<file path="config.mk">
export PLATFORM = sky130hd
export DESIGN_NAME = unicycle_rollout_integrator
export DESIGN_NICKNAME = d
export VERILOG_FILES = /design/src/rtl/uri_pkg.sv /design/src/rtl/unicycle_rollout_integrator.sv
export SDC_FILE = /design/constraint.sdc
export NUM_CORES = 2
export LEC_CHECK = 0
export ABC_AREA = 1
export BUFFER_PORTS_ARGS = -buffer_cell sky130_fd_sc_hd__buf_2
export CAP_MARGIN = 20
export CORE_ASPECT_RATIO = 1.4
export CORE_MARGIN = 2
export CORE_UTILIZATION = 33
export DETAILED_ROUTE_END_ITERATION = 10
export GPL_TIMING_DRIVEN = 0
export PLACE_DENSITY_LB_ADDON = 0.25
export SYNTH_ARGS = -nofsm -noshare
export SYNTH_HDL_FRONTEND = slang
export SYNTH_SLANG_ARGS = --single-unit
</file>
<file path="constraint.sdc">
create_clock -name clk -period 13.2 [get_ports clk]
set_input_delay 3.96 -clock clk [delete_from_list [all_inputs] [get_ports clk]]
set_output_delay 3.96 -clock clk [all_outputs]
set_load 0.05 [all_outputs]
</file>
<file path="src/rtl/uri_pkg.sv">
// Shared types, constants and helper functions for the unicycle rollout integrator.
// No dependencies.
package uri_pkg;

    typedef enum logic [3:0] {
        ST_IDLE,
        ST_LIMIT,
        ST_MUL_P,
        ST_MUL_KLO,
        ST_MUL_KHI,
        ST_TURN,
        ST_ANGLE,
        ST_CORDIC,
        ST_FIX,
        ST_MCX_LO,
        ST_MCX_HI,
        ST_MSY_LO,
        ST_MSY_HI,
        ST_SUM_Y,
        ST_POS_Y,
        ST_DONE
    } uri_state_t;

    typedef enum logic [2:0] {
        CFG_LIN_MIN,
        CFG_LIN_MAX,
        CFG_ANG_MAX,
        CFG_LIN_STEP_LOW,
        CFG_LIN_STEP_HIGH,
        CFG_ANG_STEP_MAX,
        CFG_STEP_TIME
    } uri_cfg_t;

    localparam logic        KIND_START = 1'b0;

    // rad/s * s (Q4.28) to binary angle with 16 fraction bits, 8/pi in Q28
    localparam logic [29:0] TURN_K     = 30'd683565276;
    localparam logic [16:0] TURN_K_LO  = {2'b00, TURN_K[14:0]};
    localparam logic [16:0] TURN_K_HI  = {2'b00, TURN_K[29:15]};

    localparam logic signed [31:0] CORDIC_GAIN = 32'sd652032874;
    localparam logic signed [31:0] QUARTER     = 32'sd1073741824;
    localparam logic [63:0]        RND_TURN    = 64'd1 << 27;
    localparam logic [63:0]        RND_POS     = 64'd1 << 41;

    function automatic logic signed [31:0] cordic_atan(input logic [3:0] i);
        logic signed [31:0] a;
        unique case (i)
            4'd0:  a = 32'sd536870912;
            4'd1:  a = 32'sd316933406;
            4'd2:  a = 32'sd167458907;
            4'd3:  a = 32'sd85004756;
            4'd4:  a = 32'sd42667331;
            4'd5:  a = 32'sd21354465;
            4'd6:  a = 32'sd10679838;
            4'd7:  a = 32'sd5340245;
            4'd8:  a = 32'sd2670163;
            4'd9:  a = 32'sd1335087;
            4'd10: a = 32'sd667544;
            4'd11: a = 32'sd333772;
            4'd12: a = 32'sd166886;
            4'd13: a = 32'sd83443;
            4'd14: a = 32'sd41722;
            4'd15: a = 32'sd20861;
        endcase
        return a;
    endfunction

    // target clamp, then per-step change clamp, then 16-bit saturation
    function automatic logic signed [15:0] speed_advance(
        input logic signed [15:0] cur,
        input logic signed [15:0] tgt,
        input logic signed [16:0] tlo,
        input logic signed [16:0] thi,
        input logic signed [16:0] dlo,
        input logic signed [16:0] dhi
    );
        logic signed [16:0] t;
        logic signed [17:0] d;
        logic signed [17:0] n;
        logic signed [15:0] r;
        t = {tgt[15], tgt};
        if (t < tlo)
        begin
            t = tlo;
        end
        if (t > thi)
        begin
            t = thi;
        end
        d = {t[16], t} - {{2{cur[15]}}, cur};
        if (d < $signed({dlo[16], dlo}))
        begin
            d = {dlo[16], dlo};
        end
        if (d > $signed({dhi[16], dhi}))
        begin
            d = {dhi[16], dhi};
        end
        n = {{2{cur[15]}}, cur} + d;
        if (n > 18'sd32767)
        begin
            r = 16'sh7FFF;
        end
        else if (n < -18'sd32768)
        begin
            r = 16'sh8000;
        end
        else
        begin
            r = n[15:0];
        end
        return r;
    endfunction

endpackage

</file>
<file path="src/rtl/unicycle_rollout_integrator.sv">
// Unicycle rollout integrator: one shared 32x17 multiplier and a 16-step CORDIC under a
// sequencer. Depends on uri_pkg.
// A step word goes through the speed limit, the 16 CORDIC iterations and eight passes
// through the multiplier before its result is loaded; a start word is loaded directly.
// Flow: one word at a time; in_stall is high from acceptance until the result is loaded.
// Reset: pose and speeds zero, registers at their defaults.
module unicycle_rollout_integrator
    import uri_pkg::*;
(
    input  logic               clk,
    input  logic               rst_n,

    input  logic               cfg_we,
    input  logic [2:0]         cfg_index,
    input  logic [15:0]        cfg_data,

    input  logic               in_valid,
    output logic               in_stall,
    input  logic               kind,
    input  logic signed [31:0] start_x,
    input  logic signed [31:0] start_y,
    input  logic signed [15:0] start_yaw,
    input  logic signed [15:0] start_vx,
    input  logic signed [15:0] start_wz,
    input  logic signed [15:0] target_vx,
    input  logic signed [15:0] target_wz,

    output logic               out_valid,
    input  logic               out_stall,
    output logic signed [31:0] out_x,
    output logic signed [31:0] out_y,
    output logic signed [15:0] out_yaw,
    output logic signed [15:0] out_vx,
    output logic signed [15:0] out_wz,
    output logic               out_is_start
);

    uri_state_t state_reg, state_next;

    logic signed [15:0] lin_min_reg, lin_max_reg, lin_step_low_reg, lin_step_high_reg;
    logic [14:0]        ang_max_reg, ang_step_max_reg;
    logic [15:0]        step_time_reg;

    logic signed [31:0] pos_x_reg, pos_y_reg;
    logic [15:0]        heading_reg;
    logic signed [15:0] lin_speed_reg, ang_speed_reg;
    logic [3:0]         it_reg;
    logic               is_start_reg;
    logic               out_valid_reg;

    logic signed [15:0] tvx_reg, twz_reg;
    logic signed [31:0] op_reg;
    logic [48:0]        mul_reg;
    logic [63:0]        acc_reg, dsum_reg;
    logic [32:0]        turn_reg;
    logic signed [31:0] x_reg, y_reg, z_reg;
    logic               neg_reg;

    logic signed [31:0] out_x_reg, out_y_reg;
    logic [15:0]        out_yaw_reg;
    logic signed [15:0] out_vx_reg, out_wz_reg;
    logic               out_is_start_reg;

    logic               in_take, out_take, out_load;
    logic [31:0]        mul_a;
    logic [16:0]        mul_b;
    logic [48:0]        mul_prod;
    logic [63:0]        mul_ext, acc_ext_sum15, acc_ext_sum16;
    logic [31:0]        base_ang, mid_ang, head_sum;
    logic signed [31:0] mid_s;
    logic signed [31:0] xs, ys, atan_i;
    logic signed [21:0] dpos;
    logic signed [32:0] pos_x_sum, pos_y_sum;
    logic signed [15:0] vx_new, wz_new;

    assign in_take  = in_valid && !in_stall;
    assign out_take = out_valid_reg && !out_stall;
    assign out_load = (state_reg == ST_DONE) && (!out_valid_reg || !out_stall);

    // next state
    always_comb
    begin
        state_next = state_reg;
        unique case (state_reg)
            ST_IDLE:
            begin
                if (in_take)
                begin
                    state_next = (kind == KIND_START) ? ST_DONE : ST_LIMIT;
                end
            end
            ST_LIMIT:   state_next = ST_MUL_P;
            ST_MUL_P:   state_next = ST_MUL_KLO;
            ST_MUL_KLO: state_next = ST_MUL_KHI;
            ST_MUL_KHI: state_next = ST_TURN;
            ST_TURN:    state_next = ST_ANGLE;
            ST_ANGLE:   state_next = ST_CORDIC;
            ST_CORDIC:
            begin
                if (it_reg == 4'd15)
                begin
                    state_next = ST_FIX;
                end
            end
            ST_FIX:     state_next = ST_MCX_LO;
            ST_MCX_LO:  state_next = ST_MCX_HI;
            ST_MCX_HI:  state_next = ST_MSY_LO;
            ST_MSY_LO:  state_next = ST_MSY_HI;
            ST_MSY_HI:  state_next = ST_SUM_Y;
            ST_SUM_Y:   state_next = ST_POS_Y;
            ST_POS_Y:   state_next = ST_DONE;
            ST_DONE:
            begin
                if (out_load)
                begin
                    state_next = ST_IDLE;
                end
            end
            default:    state_next = ST_IDLE;
        endcase
    end

    // control outputs and multiplier operand select
    always_comb
    begin
        in_stall = (state_reg != ST_IDLE);
        mul_a    = op_reg;
        mul_b    = 17'd0;
        unique case (state_reg)
            ST_MUL_P:
            begin
                mul_a = {{16{ang_speed_reg[15]}}, ang_speed_reg};
                mul_b = {1'b0, step_time_reg};
            end
            ST_MUL_KLO:
            begin
                mul_a = mul_reg[31:0];
                mul_b = TURN_K_LO;
            end
            ST_MUL_KHI: mul_b = TURN_K_HI;
            ST_TURN:
            begin
                mul_a = {{16{lin_speed_reg[15]}}, lin_speed_reg};
                mul_b = {1'b0, step_time_reg};
            end
            ST_MCX_LO:  mul_b = {1'b0, x_reg[15:0]};
            ST_MCX_HI:  mul_b = {x_reg[31], x_reg[31:16]};
            ST_MSY_LO:  mul_b = {1'b0, y_reg[15:0]};
            ST_MSY_HI:  mul_b = {y_reg[31], y_reg[31:16]};
            default:
            begin
                mul_a = op_reg;
                mul_b = 17'd0;
            end
        endcase
    end

    assign mul_prod      = {{17{mul_a[31]}}, mul_a} * {{32{mul_b[16]}}, mul_b};
    assign mul_ext       = {{15{mul_reg[48]}}, mul_reg};
    assign acc_ext_sum15 = acc_reg + (mul_ext << 15);
    assign acc_ext_sum16 = acc_reg + (mul_ext << 16);

    assign base_ang = {heading_reg, 16'h0000};
    assign mid_ang  = base_ang + turn_reg[32:1];
    assign head_sum = base_ang + turn_reg[31:0] + 32'h0000_8000;
    assign mid_s    = mid_ang;

    assign xs     = x_reg >>> it_reg;
    assign ys     = y_reg >>> it_reg;
    assign atan_i = cordic_atan(it_reg);

    assign dpos      = dsum_reg[63:42];
    assign pos_x_sum = {pos_x_reg[31], pos_x_reg} + {{11{dpos[21]}}, dpos};
    assign pos_y_sum = {pos_y_reg[31], pos_y_reg} + {{11{dpos[21]}}, dpos};

    assign vx_new = speed_advance(lin_speed_reg, tvx_reg,
                                  {lin_min_reg[15], lin_min_reg},
                                  {lin_max_reg[15], lin_max_reg},
                                  {lin_step_low_reg[15], lin_step_low_reg},
                                  {lin_step_high_reg[15], lin_step_high_reg});
    assign wz_new = speed_advance(ang_speed_reg, twz_reg,
                                  -$signed({2'b00, ang_max_reg}),
                                  $signed({2'b00, ang_max_reg}),
                                  -$signed({2'b00, ang_step_max_reg}),
                                  $signed({2'b00, ang_step_max_reg}));

    // control, configuration and trajectory state
    always_ff @(posedge clk or negedge rst_n)
    begin
        if (!rst_n)
        begin
            state_reg         <= ST_IDLE;
            lin_min_reg       <= 16'sd0;
            lin_max_reg       <= 16'sd4096;
            ang_max_reg       <= 15'd8192;
            lin_step_low_reg  <= -16'sd410;
            lin_step_high_reg <= 16'sd410;
            ang_step_max_reg  <= 15'd819;
            step_time_reg     <= 16'd3277;
            pos_x_reg         <= '0;
            pos_y_reg         <= '0;
            heading_reg       <= '0;
            lin_speed_reg     <= '0;
            ang_speed_reg     <= '0;
            it_reg            <= '0;
            is_start_reg      <= 1'b0;
            out_valid_reg     <= 1'b0;
        end
        else
        begin
            state_reg <= state_next;

            if (cfg_we)
            begin
                unique case (cfg_index)
                    CFG_LIN_MIN:       lin_min_reg       <= cfg_data;
                    CFG_LIN_MAX:       lin_max_reg       <= cfg_data;
                    CFG_ANG_MAX:       ang_max_reg       <= cfg_data[14:0];
                    CFG_LIN_STEP_LOW:  lin_step_low_reg  <= cfg_data;
                    CFG_LIN_STEP_HIGH: lin_step_high_reg <= cfg_data;
                    CFG_ANG_STEP_MAX:  ang_step_max_reg  <= cfg_data[14:0];
                    CFG_STEP_TIME:     step_time_reg     <= cfg_data;
                    default:           ;
                endcase
            end

            if (out_load)
            begin
                out_valid_reg <= 1'b1;
            end
            else if (out_take)
            begin
                out_valid_reg <= 1'b0;
            end

            unique case (state_reg)
                ST_IDLE:
                begin
                    if (in_take)
                    begin
                        is_start_reg <= (kind == KIND_START);
                        if (kind == KIND_START)
                        begin
                            pos_x_reg     <= start_x;
                            pos_y_reg     <= start_y;
                            heading_reg   <= start_yaw;
                            lin_speed_reg <= start_vx;
                            ang_speed_reg <= start_wz;
                        end
                    end
                end
                ST_LIMIT:
                begin
                    lin_speed_reg <= vx_new;
                    ang_speed_reg <= wz_new;
                end
                ST_ANGLE:
                begin
                    heading_reg <= head_sum[31:16];
                    it_reg      <= '0;
                end
                ST_CORDIC:  it_reg <= it_reg + 4'd1;
                ST_MSY_HI:
                begin
                    if (pos_x_sum[32] != pos_x_sum[31])
                    begin
                        pos_x_reg <= pos_x_sum[32] ? 32'sh8000_0000 : 32'sh7FFF_FFFF;
                    end
                    else
                    begin
                        pos_x_reg <= pos_x_sum[31:0];
                    end
                end
                ST_POS_Y:
                begin
                    if (pos_y_sum[32] != pos_y_sum[31])
                    begin
                        pos_y_reg <= pos_y_sum[32] ? 32'sh8000_0000 : 32'sh7FFF_FFFF;
                    end
                    else
                    begin
                        pos_y_reg <= pos_y_sum[31:0];
                    end
                end
                default:    ;
            endcase
        end
    end

    // datapath words
    always_ff @(posedge clk)
    begin
        mul_reg <= mul_prod;

        if (in_take)
        begin
            tvx_reg <= target_vx;
            twz_reg <= target_wz;
        end

        if (out_load)
        begin
            out_x_reg        <= pos_x_reg;
            out_y_reg        <= pos_y_reg;
            out_yaw_reg      <= heading_reg;
            out_vx_reg       <= lin_speed_reg;
            out_wz_reg       <= ang_speed_reg;
            out_is_start_reg <= is_start_reg;
        end

        unique case (state_reg)
            ST_MUL_KLO: op_reg   <= mul_reg[31:0];
            ST_MUL_KHI: acc_reg  <= mul_ext + RND_TURN;
            ST_TURN:    turn_reg <= acc_ext_sum15[60:28];
            ST_ANGLE:
            begin
                op_reg  <= mul_reg[31:0];
                x_reg   <= CORDIC_GAIN;
                y_reg   <= '0;
                neg_reg <= (mid_s > QUARTER) || (mid_s < -QUARTER);
                if ((mid_s > QUARTER) || (mid_s < -QUARTER))
                begin
                    z_reg <= mid_s ^ 32'sh8000_0000;
                end
                else
                begin
                    z_reg <= mid_s;
                end
            end
            ST_CORDIC:
            begin
                if (!z_reg[31])
                begin
                    x_reg <= x_reg - ys;
                    y_reg <= y_reg + xs;
                    z_reg <= z_reg - atan_i;
                end
                else
                begin
                    x_reg <= x_reg + ys;
                    y_reg <= y_reg - xs;
                    z_reg <= z_reg + atan_i;
                end
            end
            ST_FIX:
            begin
                if (neg_reg)
                begin
                    x_reg <= -x_reg;
                    y_reg <= -y_reg;
                end
            end
            ST_MCX_HI:  acc_reg  <= mul_ext + RND_POS;
            ST_MSY_LO:  dsum_reg <= acc_ext_sum16;
            ST_MSY_HI:  acc_reg  <= mul_ext + RND_POS;
            ST_SUM_Y:   dsum_reg <= acc_ext_sum16;
            default:    ;
        endcase
    end

    assign out_valid    = out_valid_reg;
    assign out_x        = out_x_reg;
    assign out_y        = out_y_reg;
    assign out_yaw      = out_yaw_reg;
    assign out_vx       = out_vx_reg;
    assign out_wz       = out_wz_reg;
    assign out_is_start = out_is_start_reg;

endmodule

</file>
; Word-level counts from Yosys, hierarchy flattened
; Memories as Yosys holds them, arrays and structs flattened.
; Index checks and enable logic that the tools add are counted.
[classes]
n_shift = 2
n_bitwise = 2
multipliers = 1
add_sub_neg = 24
muxes = 51
order_cmp = 14
n_eq_ne = 29
n_reduce_logical = 37
n_div = 0
[op_table]
columns = op, count
row1 = $mux W32, 14
row2 = $pmux W32 S3, 3
row3 = $pmux W32 S2, 3
row4 = $add A32 B32 Y32, 5
row5 = $mux W16, 10
row6 = $pmux W64 S2, 1
row7 = $pmux W17 S7, 1
row8 = $pmux W16 S2, 3
row9 = $sub A32 B32 Y32, 3
row10 = $mux W18, 4
row11 = $mux W17, 4
row12 = $add A32 B22 Y33, 2
row13 = $add A64 B64 Y64, 1
row14 = $neg A32 Y32, 2
row15 = $pmux W4 S16, 1
row16 = $sshr A32 B4 Y32, 2
row17 = $add A61 B61 Y61, 1
row18 = $add A49 B29 Y50 const B, 1
row19 = $add A49 B43 Y50 const B, 1
row20 = $mul A32 B17 Y49, 1
row21 = $add A18 B18 Y18, 2
row22 = $eq A4 B4 Y1 const B, 9
row23 = $gt A18 B16 Y1, 2
row24 = $gt A18 B16 Y1 const B, 2
row25 = 35 further kinds, 82
[word_totals]
ram_bits = 0
input_bits = 169
latch_bits = 0
mem_count = 1
elab_cells = 194
out_inout_bits = 115
mem_bits_ro = 480
regBits = 716
[mem_list]
columns = name, depth, width, read_ports, rd_clocked_by_memory_dff, wr, line_no
row1 = (name not given), 16, 30, 1, 0, 0, uri_pkg.sv:48  ; unique case (i)

; Longest topological paths before layout
[logic_depth]
ltp_word = 15
depth_mapped = 99

; Least setup slack after synthesis
; OpenSTA, ideal clock, no wires.
[synth_timing]
kind = register to register
start = register ang_max_reg[0]
end = register ang_speed_reg[5]
path_stages_with_launch = 91
setup_slack_ns = 1.180
n_path_buf = 6
setup_ns = 0.116
arrival_time_ns = 11.904
path_cell_list = dfrtp_1 > inv_1 > ha_1 > nand4_1 > nor3_1 > nand3_1 > nor2_1 > nand3_1 > nor2_1 > inv_1 > nand2_1 > ha_1 > nand2_1 > inv_1 > nor2_1 > nor2_1 > a2111oi_0 > nand3_1 > [55 not listed] > nor3_1 > nand2_1 > nand3_1 > a31oi_1 > o21ai_0 > nand2_1 > nand2_1 > nand2_1 > nand3_1 > nand2_1 > or2_2 > nand2_1 > nand2_1 > inv_2 > buf_6 > nand2_1 > nand2_1 > nand2_1
[synth_via]
elab_chain_cells = 15
elab_cells_between_ends = 16
cone_classes = add/sub (3) / order compare (6) / mux (7)
[synth_rtl]
columns = item, line_no
row1 = "start, declared", unicycle_rollout_integrator.sv:41  ; logic [14:0] ang_max_reg, ang_step_max_reg;
row2 = "start signal, assigned", unicycle_rollout_integrator.sv:218  ; CFG_ANG_MAX: ang_max_reg <= cfg_data[14:0];
row3 = $neg A15 Y17, unicycle_rollout_integrator.sv:182  ; -$signed({2'b00, ang_max_reg}),
row4 = $lt A16 B17 Y1, uri_pkg.sv:83  ; if (t < tlo)
row5 = $mux W17, uri_pkg.sv:83
row6 = $gt A17 B16 Y1, uri_pkg.sv:87  ; if (t > thi)
row7 = $mux W17 *, uri_pkg.sv:87
row8 = $sub A17 B16 Y18 *, uri_pkg.sv:91  ; d = {t[16], t} - {{2{cur[15]}}, cur};
row9 = $lt A18 B17 Y1, uri_pkg.sv:92  ; if (d < $signed({dlo[16], dlo}))
row10 = $mux W18 *, uri_pkg.sv:92
row11 = $gt A18 B16 Y1, uri_pkg.sv:96  ; if (d > $signed({dhi[16], dhi}))
row12 = $mux W18 *, uri_pkg.sv:96
row13 = $add A18 B18 Y18 *, uri_pkg.sv:100  ; n = {{2{cur[15]}}, cur} + d;
row14 = $lt A18 B16 Y1, uri_pkg.sv:105  ; else if (n < -18'sd32768)
row15 = $mux W16, uri_pkg.sv:105
row16 = $mux W16 *, uri_pkg.sv:101  ; if (n > 18'sd32767)
row17 = $pmux W16 S2 *, unicycle_rollout_integrator.sv:236  ; unique case (state_reg)
row18 = "end signal, assigned", unicycle_rollout_integrator.sv:248  ; ang_speed_reg <= start_wz;
row19 = "end signal, assigned", unicycle_rollout_integrator.sv:255  ; ang_speed_reg <= wz_new;
row20 = "end, declared", unicycle_rollout_integrator.sv:46  ; logic signed [15:0] lin_speed_reg, ang_speed_reg;
; Every way passes the cells marked *; elsewhere a longest branch is shown, timed or not.
; A chain may end at the register's enable or synchronous reset.

; Worst setup path after layout
[layout_timing]
start = register ang_max_reg[0]
end = register ang_speed_reg[7]
; The elaborated chain is that of the path after synthesis.

==> results.yml <==
sta:
  slew_headroom: 0.108
  final.setup_skew_ns: 0.0366
  worst_pin_slew_ns: 1.34
  min_period_ns: 12.52
  setup-violations-final: 0
  fin_crit_sh: 0.948
  fmax_mhz: 79.9
  finalHoldViolations: 0
  setup-tns-final_ns: 0
  drv_slew: 0
worst_setup_path:
  cp_max_fo: 8
  crit_slowest_cell: "dfrtp_2"
  start_kind: "flop"
  max_stage_delay_ns: 0.48
  cp.arrival_ns: 13.10
  rrSetupSlack_ns: 0.68
  crit_path_start: "ang_max_reg[0]$_DFFE_PN0P_"
  crit_required_ns: 13.78
  path_class: "reg -> reg"
  cpMostUsedCell: "nand2_1"
  reg2reg_from: "ang_max_reg[0]$_DFFE_PN0P_"
  endpoint_kind: "flop"
detailed_routing:
  routed_wl_mm: 273
  ant_nets: 0
  viasPerCell: 5.28
  drc: 0
  vias: 64700
  dr.first_iter.drc_count: 4917
  drt-wirelength-per-cell_um: 22.3
  firstDrtPassIters: 6
die:
  start_util: 0.332
  ios: 284
  die_y_um: 548
  die_w_um: 393
  core_mm2: 0.210
  rows: 199
  die-area_mm2: 0.215
global_route:
  grt_overflow_total: 0
  grt_use_total: 0.249
  grt_max_degree: 113
  antenna_found_initial: 15
  grt_first_pass_wirelength_mm: 403
  grt_pass1_vias: 65300
layout:
  largest_reg_flops: 49
  fin_nets: 10700
  nFillCells: 22000
  drive_gt1_frac: 0.0917
  syn_to_final_growth_pct: 13.1
clock_network:
  ctsHoldBuffers: 0
  clkSinkCount: 644
  cts.clk_slew.worst_paths_ns: 0.07
  cts_buffers: 75
  cts_root_buffer: "clkbuf_16"
  cts_max_path_buffers: 3
  cts_tree: "built"
  htree_levels: 3
  clock_latency_ns: 0.70
worst_hold_path:
  hold_path_class: "reg -> reg"
  hp-start: "pos_y_reg[1]$_DFFE_PN0P_"
place:
  port_buffers: 283
  dp_hpwl_mm: 228
  place.gp.congestion: 1.00
synth:
  synth_fp_nets: 10200
  yosysWarningCount: 0
  synthCells: 8935
  ys_seq_area_frac: 0.254
  yosys_most_used_dff: "edfxtp_1"
  synth_most_common_cell: "nand2_1"
  async_flop_share: 0.360
  mappedNetlistArea_mm2: 0.0698
  synth_area_leaders: "edfxtp_1 (16%), fa_1 (15%), ha_1 (11%)"
  ys_seq_elements: 644
  synth_common_cells: "nand2_1 (1962), inv_1 (1219), nor2_1 (850)"
  yosysTopAreaCell: "edfxtp_1"
  yosysUniqueCellTypes: 82
  yosysTopAreaCellShare: 0.156
  syn_avg_cell_area_um2: 7.82
  synth-edff-count: 363
status:
  outcome: "finished clean"
job:
  drv_cap: 0
[cells by family after synthesis]
family          count (synthesis)  share of synthesized area
buf+inv                      1495                     0.0832
xor+xnor                      398                     0.0499
flops                         644                      0.254
compound gates               1887                      0.153
fa+ha+maj                    1122                      0.258
mux                            53                    0.00765
simple gates                 3336                      0.194
[layout make-up]
type                    count  area, um^2  area share
repair buffers            366        2320      0.0293
clock inverters            42         482     0.00610
diodes                      3        7.51   0.0000950
multi-input cells        6796       47000       0.595
well taps                2814        3520      0.0446
plain buffers             238        1210      0.0154
flip-flops and latches    644       17700       0.224
clock buffers              97        2020      0.0255
inverters                1257        4730      0.0599
[cells in the final DEF (no fill, tap or decap), types with 256 or more instances in the layout]
| cell | n |
|---|---|
| nand2_1 | 1940 |
| inv_1 | 1212 |
| nor2_1 | 838 |
| o21ai_0 | 694 |
| a21oi_1 | 625 |
| ha_1 | 579 |
| fa_1 | 531 |
| edfxtp_1 | 363 |
| buf_2 | 321 |
| xor2_1 | 256 |
[path summary, 6_finish.rpt]
kind | cells after the start | endpoint
worst max-delay path | 93 | ang_speed_reg[7]$_DFFE_PN0P_
worst min-delay path | 0 | out_y[1]$_DFFE_PP_
worst max register to register | 93 | ang_speed_reg[7]$_DFFE_PN0P_
worst min register to register | 0 | out_y[1]$_DFFE_PP_
max in group asynchronous | 3 | ang_max_reg[1]$_DFFE_PN0P_
min in group asynchronous | 1 | pos_x_reg[17]$_DFFE_PN0P_
[metrics by stage]
step	instances	instance area [um^2]	util	hold WS [ns]	setup WS, ns
2_1_floorplan	8935	69800	-	0.419	1.18
3_3_place_gp	12000	74800	0.356	0.466	-1.57
3_5_place_dp	12100	75400	0.359	0.465	-1.74
4_1_cts	12200	78200	0.372	0.449	0.00342
5_1_grt	12300	79000	0.376	0.479	-0.272
6_report	12300	79000	0.376	0.469	0.681
[layer usage]
| layer | routed length, um | part of all wire | global-route usage | vias to the layer above |
|---|---|---|---|---|
| met5 | 0 | 0 | 0 | - |
| met4 | 16000 | 0.058 | 0.126 | 0 |
| met3 | 13400 | 0.049 | 0.0265 | 609 |
| met2 | 137000 | 0.50 | 0.446 | 2139 |
| met1 | 107000 | 0.39 | 0.291 | 31600 |
| li1 | - | - | - | 30400 |
[critical path, delay by kind of cell, from the launching register on]
kind / cells / cell delay [ns]
and+or+nand+nor: 50 / 4.92
xor gates and xnor gates: 1 / 0.11
adders and majority gates: 8 / 2.09
AOI/OAI and AO/OA: 18 / 3.07
buffers and inverters: 16 / 1.70
DFF: 1 / 0.48
[timing repair]
| item | in CTS | in global routing |
|---|---|---|
| resized for setup | 69 | 184 |
| pin swaps | 15 | 69 |
| cloned | 0 | 2 |
| hold endpoints to repair | 0 | 0 |
| setup endpoints to repair | 32 | 32 |
| setup buffers | 11 | 36 |
Power is not shown: default switching activity piles up to over one toggle a cycle in this logic, so the estimate is an artifact.
